### src/hdl/stable_four_level_priority_queue_top_assert.svh
// Assertion macros used by the priority queue datapath.
// Each macro takes a label, clock, active-low reset, the checked terms and a message.
`ifndef STABLE_FOUR_LEVEL_PRIORITY_QUEUE_TOP_ASSERT_SVH
`define STABLE_FOUR_LEVEL_PRIORITY_QUEUE_TOP_ASSERT_SVH

// condition holds at every edge out of reset
`define SFPQ_ASSERT_ALWAYS(lbl, clk, rst_n, cond, msg) \
    lbl: assert property (@(posedge clk) disable iff (!rst_n) (cond)) else $error(msg);

// consequent holds in the same cycle as the antecedent
`define SFPQ_ASSERT_IMPLIES(lbl, clk, rst_n, ante, cons, msg) \
    lbl: assert property (@(posedge clk) disable iff (!rst_n) (ante) |-> (cons)) \
        else $error(msg);

// consequent holds in the cycle after the antecedent
`define SFPQ_ASSERT_NEXT(lbl, clk, rst_n, ante, cons, msg) \
    lbl: assert property (@(posedge clk) disable iff (!rst_n) (ante) |=> (cons)) else $error(msg);

`endif

### src/hdl/sfpq_pkg.sv
// Package for the stable four-level priority queue.
// Holds the entry type, status codes, controller command/status structs and defaults.
package sfpq_pkg;

    localparam int P_CAPACITY = 16;

    localparam logic [2:0] PRIO_MOST  = 3'd1;
    localparam logic [2:0] PRIO_LEAST = 3'd4;

    typedef enum logic [2:0] {
        ST_INSERTED = 3'd0,
        ST_POPPED   = 3'd1,
        ST_EMPTY    = 3'd2,
        ST_FULL     = 3'd3,
        ST_BAD_PRIO = 3'd4
    } t_status;

    typedef struct packed {
        logic [15:0] patient;
        logic [15:0] doctor;
        logic [2:0]  prio;
        logic [13:0] year;
        logic [3:0]  month;
        logic [4:0]  day;
    } t_entry;

    // controller -> datapath
    typedef struct packed {
        logic    load;
        logic    insert;
        logic    pop;
        logic    capture;
        t_status status;
    } t_dp_cmd;

    // datapath -> controller
    typedef struct packed {
        logic is_pop;
        logic empty;
        logic full;
        logic prio_ok;
    } t_dp_stat;

endpackage

### src/hdl/stable_four_level_priority_queue_top.sv
// Channel   Direction  Handshake          Payload
// request   in         i_valid / o_stall  i_req_type .. i_date_day
// result    out        o_valid / i_stall  o_status .. o_occupancy
//
// Each request goes through accept, an update of the sorted cell row with result capture,
// then the result word is held until taken. The next request is accepted in the
// cycle after the result is taken. Synchronous active-low reset empties the queue.
// The request side stalls from acceptance until the result word leaves.
// Top level of the priority queue; depends on sfpq_pkg, sfpq_ctrl and sfpq_dp.
module stable_four_level_priority_queue_top
    import sfpq_pkg::*;
#(
    parameter int CAPACITY = P_CAPACITY
)
(
    input  logic        i_clk,
    input  logic        i_rst_n,
    input  logic        i_valid,
    output logic        o_stall,
    input  logic        i_req_type,
    input  logic [15:0] i_patient_id,
    input  logic [15:0] i_doctor_id,
    input  logic [2:0]  i_priority_req,
    input  logic [13:0] i_date_year,
    input  logic [3:0]  i_date_month,
    input  logic [4:0]  i_date_day,
    output logic        o_valid,
    input  logic        i_stall,
    output logic [2:0]  o_status,
    output logic [15:0] o_out_patient,
    output logic [15:0] o_out_doctor,
    output logic [2:0]  o_out_priority,
    output logic [13:0] o_out_year,
    output logic [3:0]  o_out_month,
    output logic [4:0]  o_out_day,
    output logic [4:0]  o_occupancy
);

    t_dp_cmd  w_cmd;
    t_dp_stat w_stat;

    sfpq_ctrl u_ctrl (
        .i_clk   (i_clk),
        .i_rst_n (i_rst_n),
        .i_valid (i_valid),
        .o_stall (o_stall),
        .o_valid (o_valid),
        .i_stall (i_stall),
        .i_stat  (w_stat),
        .o_cmd   (w_cmd)
    );

    sfpq_dp #(
        .CAPACITY (CAPACITY)
    ) u_dp (
        .i_clk          (i_clk),
        .i_rst_n        (i_rst_n),
        .i_cmd          (w_cmd),
        .o_stat         (w_stat),
        .i_req_type     (i_req_type),
        .i_patient_id   (i_patient_id),
        .i_doctor_id    (i_doctor_id),
        .i_priority_req (i_priority_req),
        .i_date_year    (i_date_year),
        .i_date_month   (i_date_month),
        .i_date_day     (i_date_day),
        .o_status       (o_status),
        .o_out_patient  (o_out_patient),
        .o_out_doctor   (o_out_doctor),
        .o_out_priority (o_out_priority),
        .o_out_year     (o_out_year),
        .o_out_month    (o_out_month),
        .o_out_day      (o_out_day),
        .o_occupancy    (o_occupancy)
    );

endmodule

### src/hdl/sfpq_ctrl.sv
// Controller for the priority queue: accept, execute, deliver sequence.
// Depends on sfpq_pkg for the command and status structs.
module sfpq_ctrl
    import sfpq_pkg::*;
(
    input  logic     i_clk,
    input  logic     i_rst_n,
    input  logic     i_valid,
    output logic     o_stall,
    output logic     o_valid,
    input  logic     i_stall,
    input  t_dp_stat i_stat,
    output t_dp_cmd  o_cmd
);

    typedef enum logic [1:0] {
        S_IDLE,
        S_RUN,
        S_DONE
    } t_state;

    t_state r_state, n_state;
    logic   r_stall, n_stall;
    logic   r_valid, n_valid;

    always_comb begin
        o_cmd   = '0;
        n_state = r_state;
        n_stall = r_stall;
        n_valid = r_valid;
        o_cmd.status = ST_INSERTED;
        case (r_state)
            S_IDLE: begin
                if (i_valid) begin
                    o_cmd.load = 1'b1;
                    n_state    = S_RUN;
                    n_stall    = 1'b1;
                end
            end
            S_RUN: begin
                o_cmd.capture = 1'b1;
                if (i_stat.is_pop) begin
                    if (i_stat.empty) begin
                        o_cmd.status = ST_EMPTY;
                    end else begin
                        o_cmd.status = ST_POPPED;
                        o_cmd.pop    = 1'b1;
                    end
                end else if (!i_stat.prio_ok) begin
                    o_cmd.status = ST_BAD_PRIO;
                end else if (i_stat.full) begin
                    o_cmd.status = ST_FULL;
                end else begin
                    o_cmd.status = ST_INSERTED;
                    o_cmd.insert = 1'b1;
                end
                n_state = S_DONE;
                n_valid = 1'b1;
            end
            S_DONE: begin
                // release the word once the sink takes it
                if (!i_stall) begin
                    n_state = S_IDLE;
                    n_valid = 1'b0;
                    n_stall = 1'b0;
                end
            end
            default: begin
                n_state = S_IDLE;
                n_valid = 1'b0;
                n_stall = 1'b0;
            end
        endcase
    end

    always_ff @(posedge i_clk) begin
        if (!i_rst_n) begin
            r_state <= S_IDLE;
            r_stall <= 1'b0;
            r_valid <= 1'b0;
        end else begin
            r_state <= n_state;
            r_stall <= n_stall;
            r_valid <= n_valid;
        end
    end

    assign o_stall = r_stall;
    assign o_valid = r_valid;

endmodule

### src/hdl/sfpq_dp.sv
// Datapath for the priority queue: request latch, sorted row of cells, count, result register.
// Depends on sfpq_pkg and the assertion macros header.
`include "stable_four_level_priority_queue_top_assert.svh"
module sfpq_dp
    import sfpq_pkg::*;
#(
    parameter int CAPACITY = P_CAPACITY
)
(
    input  logic        i_clk,
    input  logic        i_rst_n,
    input  t_dp_cmd     i_cmd,
    output t_dp_stat    o_stat,
    input  logic        i_req_type,
    input  logic [15:0] i_patient_id,
    input  logic [15:0] i_doctor_id,
    input  logic [2:0]  i_priority_req,
    input  logic [13:0] i_date_year,
    input  logic [3:0]  i_date_month,
    input  logic [4:0]  i_date_day,
    output logic [2:0]  o_status,
    output logic [15:0] o_out_patient,
    output logic [15:0] o_out_doctor,
    output logic [2:0]  o_out_priority,
    output logic [13:0] o_out_year,
    output logic [3:0]  o_out_month,
    output logic [4:0]  o_out_day,
    output logic [4:0]  o_occupancy
);

    localparam int CNT_W = $clog2(CAPACITY + 1);
    localparam logic [CNT_W-1:0] CNT_FULL = CNT_W'(CAPACITY);
    localparam logic [CNT_W-1:0] CNT_ONE  = CNT_W'(1);

    logic             r_req_type;
    t_entry           r_new;
    logic [CNT_W-1:0] r_count, n_count;
    t_entry           r_cell [CAPACITY];
    t_entry           n_cell [CAPACITY];
    logic [CAPACITY-1:0] w_keep;
    t_status          r_status;
    t_entry           r_out;
    logic [4:0]       r_occ;

    // latch the accepted request
    always_ff @(posedge i_clk) begin
        if (i_cmd.load) begin
            r_req_type <= i_req_type;
            r_new      <= '{patient: i_patient_id, doctor: i_doctor_id,
                            prio: i_priority_req, year: i_date_year,
                            month: i_date_month, day: i_date_day};
        end
    end

    always_comb begin
        o_stat.is_pop  = r_req_type;
        o_stat.empty   = (r_count == '0);
        o_stat.full    = (r_count >= CNT_FULL);
        o_stat.prio_ok = (r_new.prio >= PRIO_MOST) && (r_new.prio <= PRIO_LEAST);
    end

    // each cell looks only at itself, its two neighbors, the new entry and the count
    for (genvar gi = 0; gi < CAPACITY; gi++) begin : g_cell
        localparam logic [CNT_W-1:0] IDX = CNT_W'(gi);

        assign w_keep[gi] = (IDX < r_count) && (r_cell[gi].prio <= r_new.prio);

        always_comb begin
            n_cell[gi] = r_cell[gi];
            if (i_cmd.insert) begin
                if (w_keep[gi]) begin
                    n_cell[gi] = r_cell[gi];
                end else if (gi == 0) begin
                    n_cell[gi] = r_new;
                end else if (w_keep[(gi == 0) ? 0 : gi - 1]) begin
                    n_cell[gi] = r_new;
                end else begin
                    n_cell[gi] = r_cell[(gi == 0) ? 0 : gi - 1];
                end
            end else if (i_cmd.pop) begin
                if (gi < CAPACITY - 1) begin
                    n_cell[gi] = r_cell[(gi < CAPACITY - 1) ? gi + 1 : gi];
                end
            end
        end

        always_ff @(posedge i_clk) begin
            if (i_cmd.insert || i_cmd.pop) begin
                r_cell[gi] <= n_cell[gi];
            end
        end
    end

    always_comb begin
        n_count = r_count;
        if (i_cmd.insert) begin
            n_count = r_count + CNT_ONE;
        end else if (i_cmd.pop) begin
            n_count = r_count - CNT_ONE;
        end
    end

    always_ff @(posedge i_clk) begin
        if (!i_rst_n) begin
            r_count <= '0;
        end else begin
            r_count <= n_count;
        end
    end

    // result word: head on a pop, zeros otherwise
    always_ff @(posedge i_clk) begin
        if (i_cmd.capture) begin
            r_status <= i_cmd.status;
            r_out    <= i_cmd.pop ? r_cell[0] : '0;
            r_occ    <= 5'(n_count);
        end
    end

    assign o_status       = r_status;
    assign o_out_patient  = r_out.patient;
    assign o_out_doctor   = r_out.doctor;
    assign o_out_priority = r_out.prio;
    assign o_out_year     = r_out.year;
    assign o_out_month    = r_out.month;
    assign o_out_day      = r_out.day;
    assign o_occupancy    = r_occ;

    `SFPQ_ASSERT_ALWAYS(a_count_bound, i_clk, i_rst_n, r_count <= CNT_FULL, "count above capacity")
    `SFPQ_ASSERT_ALWAYS(a_insert_legal, i_clk, i_rst_n,
        !i_cmd.insert || (!o_stat.full && o_stat.prio_ok && !i_cmd.pop), "illegal insert")
    `SFPQ_ASSERT_NEXT(a_pop_dec, i_clk, i_rst_n, i_cmd.pop,
        r_count == $past(r_count) - CNT_ONE, "pop did not decrement count")

endmodule

### config.mk
export PLATFORM = sky130hd
export DESIGN_NAME = stable_four_level_priority_queue_top
export DESIGN_NICKNAME = d
export VERILOG_FILES = /design/src/hdl/sfpq_pkg.sv /design/src/hdl/stable_four_level_priority_queue_top.sv /design/src/hdl/sfpq_ctrl.sv /design/src/hdl/sfpq_dp.sv
export VERILOG_INCLUDE_DIRS = /design/src /design/src/hdl
export SDC_FILE = /design/constraint.sdc
export NUM_CORES = 2
export LEC_CHECK = 0
export BUFFER_PORTS_ARGS = -buffer_cell sky130_fd_sc_hd__buf_4
export CAP_MARGIN = 30
export CORE_MARGIN = 2
export CORE_UTILIZATION = 63
export CTS_CLUSTER_SIZE = 16
export DETAILED_ROUTE_END_ITERATION = 10
export PLACE_DENSITY = 0.82
export SYNTH_ARGS = -nofsm -noshare
export SYNTH_HDL_FRONTEND = slang
export SYNTH_SLANG_ARGS = --single-unit
### constraint.sdc
create_clock -name i_clk -period 8.04 [get_ports i_clk]
set_clock_uncertainty 0.15 [all_clocks]
set_input_delay 0 -clock i_clk [delete_from_list [all_inputs] [get_ports i_clk]]
set_output_delay 0 -clock i_clk [all_outputs]
set_load 0.1 [all_outputs]
; ---- Word-level counts from Yosys, hierarchy flattened
; Memories as Yosys holds them, arrays and structs flattened.
; Cells that the tools add are included.
[word_totals]
in_bits = 63
regBits = 134
memories = 1
ram_bits = 928
word_cells = 171
[op_classes]
n_eq_ne = 4
n_bitwise = 2
n_lt_le_gt_ge = 35
n_mux = 85
reduce_logical = 23
add_sub_neg = 2
[mem_list]
columns = memory, depth, word_bits, read_ports, rd_clocked_by_memory_dff, wr, line_no
row1 = u_dp.r_cell, 16, 58, 16, 0, 16, sfpq_dp.sv:38  ; t_entry r_cell [CAPACITY];
[ops]
columns = op, count
row1 = 58-bit two-way mux, 62
row2 = 3-bit <= comparator, 16
row3 = "4-bit by 5-bit less-than comparator with 1-bit output, first input constant", 8
row4 = "3-bit by 5-bit less-than comparator with 1-bit output, first input constant", 4
row5 = 1-bit logical AND, 17
row6 = 1-bit two-way mux, 11
row7 = "1-bit by 5-bit less-than comparator with 1-bit output, first input constant", 2
row8 = "2-bit by 5-bit less-than comparator with 1-bit output, first input constant", 2
row9 = 5-bit two-way mux, 2
row10 = 2-bit two-way mux, 4
row11 = 3-bit two-way mux, 2
row12 = 6-bit two-way mux, 1
row13 = 1-bit case mux with 3 select lines, 2
row14 = 2-bit case mux with 3 select lines, 1
row15 = "5-bit by 1-bit adder with 5-bit output, second input constant", 1
row16 = "5-bit >= comparator, second input constant", 1
row17 = 5-bit logical NOT, 1
row18 = "5-bit by 1-bit subtractor with 5-bit output, second input constant", 1
row19 = "2-bit inequality test, second input constant", 2
row20 = 2-bit AND reduction, 2
row21 = "3-bit by 1-bit >= comparator with 1-bit output, second input constant", 1
row22 = "3-bit <= comparator, second input constant", 1
row23 = 3-bit AND reduction, 1
row24 = "2-bit by 1-bit equality test with 1-bit output, second input constant", 1
row25 = 4 further kinds, 5

; ---- Depth between registers and ports, before layout
[logic_depth]
word_depth = 8
depth_mapped = 10
mapped_depth_nobuf = 7

; ---- By module
; Synthesis repeated with hierarchy kept, for this count alone.
[unflattened]
hier_cells = 6139
hier_area_um2 = 63191.9
[modules_own_cells]
columns = module, cells_per_inst, instances, area_per_inst_um2, seq_area_each_um2
row1 = sfpq_dp, 6112, 1, 62959.1, 31720.4
row2 = sfpq_ctrl, 27, 1, 232.7, 80.1

; ---- Worst setup path after synthesis
; Ideal clock, no wire load.
[synth_timing]
kind = reg2reg
from = register u_dp.r_new[23] (netlist name)
to = memory u_dp.r_cell[13][0] (netlist name), enable pin
t_arrival_ns = 6.133
path_slack_ns = 1.203
setup_ns = 0.554
required_time_ns = 7.336
period_less_slack_ns = 6.837
stages_incl_launch_ff = 8
cell_sequence = edfxtp_1 > o21a_1 > or4_1 > clkbuf_1 > buf_2 > clkbuf_1 > buf_2 > o21ai_0
[synth_rtl]
columns = item, line_no
row1 = from (decl), sfpq_dp.sv:36  ; t_entry r_new;
row2 = from (signal assigned), sfpq_dp.sv:49  ; r_new <= '{patient: i_patient_id, doctor: i_doctor_id,
row3 = to (decl), sfpq_dp.sv:38

==> results.md <==
* Main area contributors after synthesis: edfxtp_1 (59%), o211ai_2 (8.5%), nand2_1 (6.7%), nand3_1 (6.1%), o211ai_1 (3.8%)
* # DRC at 0
* Initial antenna violation count at 1
* Die footprint at roughly 87,000 sq um
* Seq/Total Area, Yosys at 59.8%
* Max-Cap Viols at 0
* CTS tree: yes
* Final setup viols at 0
* I/O pin total at between 100 and 150
* Slew Limit Fails at 0
* Cts bufs inserted at 108
* Synth unique cells at 53
* FF+latch count, synth at 1,062
* Met2 WL post-DR at 65.6 mm
* Post-DR wirelength/cell at 25.0 um
* Root buffer cell: clkbuf_16
* Post-synth EDFFs at ~1,100
* Most common cell after layout, fill and taps aside: edfxtp_1
* Async S/R FF share, synth at 0%
* Grt total ovfl at 0
* H-tree depth at 3
* Cell Count Post-Placement at between 5,000 and 6,000
* RSZ-0062 raised after global routing: false
* Most frequent cells in the layout: edfxtp_1 (1,053), nand2_1 (947), nand3_1 (652)
* M1 wire length at 57.0 mm
* CP max stage delay at 1010 ps
* Later-pin clock latency in the skew report at 680 ps
* Die Width at 294 um
* Footprint of the multi-input gates at 19,200 sq um
* Final #Nets at 4,745
* Worst-margin pin slew at between 1000 and 1500 ps
* Final Hold Viols at 0
* Yosys top cell by area: edfxtp_1
* Placed cell areas at between 50,000 and 60,000 sq um
* Port Buffers at 130
* CP Class: reg -> reg
* Mapped cell area at ~53,000 sq um
* Nature of the critical path startpoint: flop
* Min-delay worst type: in -> reg
* GP Congestion at ~0.87
* Post-Route WL at 145 mm
* Top_reg_cell synth: edfxtp_1
* Syn Area/Cell at 11.4 sq um
* Setup TNS at 0 ps
* Ratio of cells with drive above 1 in the final layout at 18.2%
* Post-layout util at 70.7%
* Clock Path Buffers at 3
* Chip height at between 200 and 300 um
* Critical path fanouts, max at 223
* Syn Nets at about 4,800
* Drt first pass iters at 6
* Post-layout min period at between 4000 and 5000 ps
* Vias per inst at 6.85
* Worst Path Arrival at 4950 ps
* Finished Cell Area at 59,100 sq um
* Final cell count without fillers at 5,805
* GRT Util Overall at about 33%
* WHS at 63.7 ps
* Pwr per Cell Area at 210 nW/um^2
* Post-CTS Repair Setup Buffers at 0
* Core ar. at 83,600 sq um
* Slowest CP cell: o21ai_4
* Vias at 39,700
* DRT iter0 DRCs at 6,037
* FILL cells at around 5,700
* Crit-path cells: or3b_1 -> or4_4 -> buf_12 -> o21ai_4 -> buf_4
* Largest net degree at the start of global routing at 234
* Reg clk slew, reported paths at 70 ps
* Max layer used: met4
* CTS Sinks at between 1,000 and 1,500
* Status: finished, final reports clean
* Slew margin rel. at a little under a quarter
* Area grow syn2layout at 11.2%
* Starting density of the core at 63.6%
* Max Fclk at about 210 MHz
* Fin crit share at 59.7%
* Vias in the first global route at between 30,000 and 40,000
* Worst setup EP type: flop
* Synth warn at 0
* ANT nets after route at 0
* Leakage power at 21.2 nW
* Register area at between 30,000 and 40,000 sq um
* Maximum VDD drop at 0.251 mV
* HPWL Detailed at 79.4 mm
* Top-area cell type share of the netlist area at 59.5%
* Rows at 106
* Critical path required time at 8190 ps
* Synthesized instance count at ~4,700
* First-pass GRT wire length at 221 mm
* Routed length on met3 at 16.7 mm
final cells by class:
cell class,instances,share of cell area (%)
diodes,2,0.00847
clock buffers,130,4.75
clock inverters,70,1.12
inverters,34,0.248
multi-input cells,3101,32.5
flip-flops and latches,1062,53.8
well taps,1080,2.29
repair buffers,326,5.26
cell families (layout without fill, tap and decap cells):
| logic type | count (synthesis) | after routing | share of synthesized area, % |
|---|---|---|---|
| mux | 58 | 58 | 1.23 |
| simple gates | 1918 | 1918 | 16.1 |
| buf+inv | 487 | 560 | 4.66 |
| xor+xnor | 3 | 3 | 0.0494 |
| compound gates | 1073 | 1073 | 17.0 |
| flops | 1062 | 1062 | 59.8 |
| fa+ha+maj | 49 | 49 | 1.15 |
| other cells | 0 | 2 | 0 |
final timing paths:
path                       start             endpoint  slack [ps]  cells past startpoint
max reg2reg      u_dp.r_req_type   u_dp.r_cell[6][38]        3240                      5
min                      i_rst_n      u_dp.r_count[4]          60                      3
max              u_dp.r_req_type   u_dp.r_cell[6][38]        3240                      5
min reg2reg  u_dp.r_cell[15][21]  u_dp.r_cell[14][21]         380                      2
routing by layer:
| metal | vias up | track usage [%] |
|---|---|---|
| li1 | 17300 | - |
| met1 | 19400 | 46.9 |
| met2 | 2640 | 50.1 |
| met3 | 352 | 6.12 |
| met4 | 0 | 13.5 |
| met5 | - | 0 |
Yosys cell counts, types with 23 or more instances:
| library cell | number |
|---|---|
| buf_4 | 23 |
| clkbuf_1 | 232 |
| and2_1 | 65 |
| ha_1 | 49 |
| buf_6 | 40 |
| buf_2 | 148 |
| nor2_1 | 184 |
| o21ai_0 | 145 |
| nand3_1 | 653 |
| o211ai_1 | 269 |
| o211ai_2 | 360 |
| a31oi_1 | 116 |
| edfxtp_1 | 1053 |
| nand2_4 | 40 |
| nand2_1 | 952 |
| inv_1 | 33 |
| mux2_2 | 58 |
| a21oi_1 | 129 |
power breakdown:
group          internal, mW  switching (mW)  leakage (nW)
registers              6.28           0.123          9.66
logic                 0.290           0.653          9.81
clock network          2.86            2.19          1.69
total                  9.43            2.97          21.2
worst max-delay path: cells and delay by family (launching register included):
family                 cells  cell delay [ps]
and+or+nand+nor            2             1270
buffers and inverters      2             1150
AOI/OAI and AO/OA          1             1010
DFF                        1              500
state kept, by name, summed over array words and instances, names as in the netlist:
register,flops
u_dp.o_status,3
u_ctrl.o_valid,1
u_ctrl.r_state,2
u_dp.o_out_month,4
u_dp.r_new,58
u_dp.o_out_priority,3
u_dp.r_count,5
u_dp.r_req_type,1
u_dp.o_occupancy,5
u_dp.r_cell,928
u_dp.o_out_patient,16
u_dp.o_out_day,5
u_dp.o_out_doctor,16
u_dp.o_out_year,14
u_ctrl.o_stall,1
metrics by stage:
stage | setup WS, ps | power [mW]
5_1_grt | 3340 | 12.7
4_1_cts | 3440 | 12.4
3_3_place_gp | 3530 | 7.34
6_report | 3240 | 12.4
2_1_floorplan | 1200 | 7.11
3_5_place_dp | 3440 | 7.38
what timing repair did:
item	in CTS	in global routing
hold endpoints to repair	94	0
gates resized for setup	0	0
hold buffers	121	0
No activity file was read; power rests on OpenSTA's default activity.
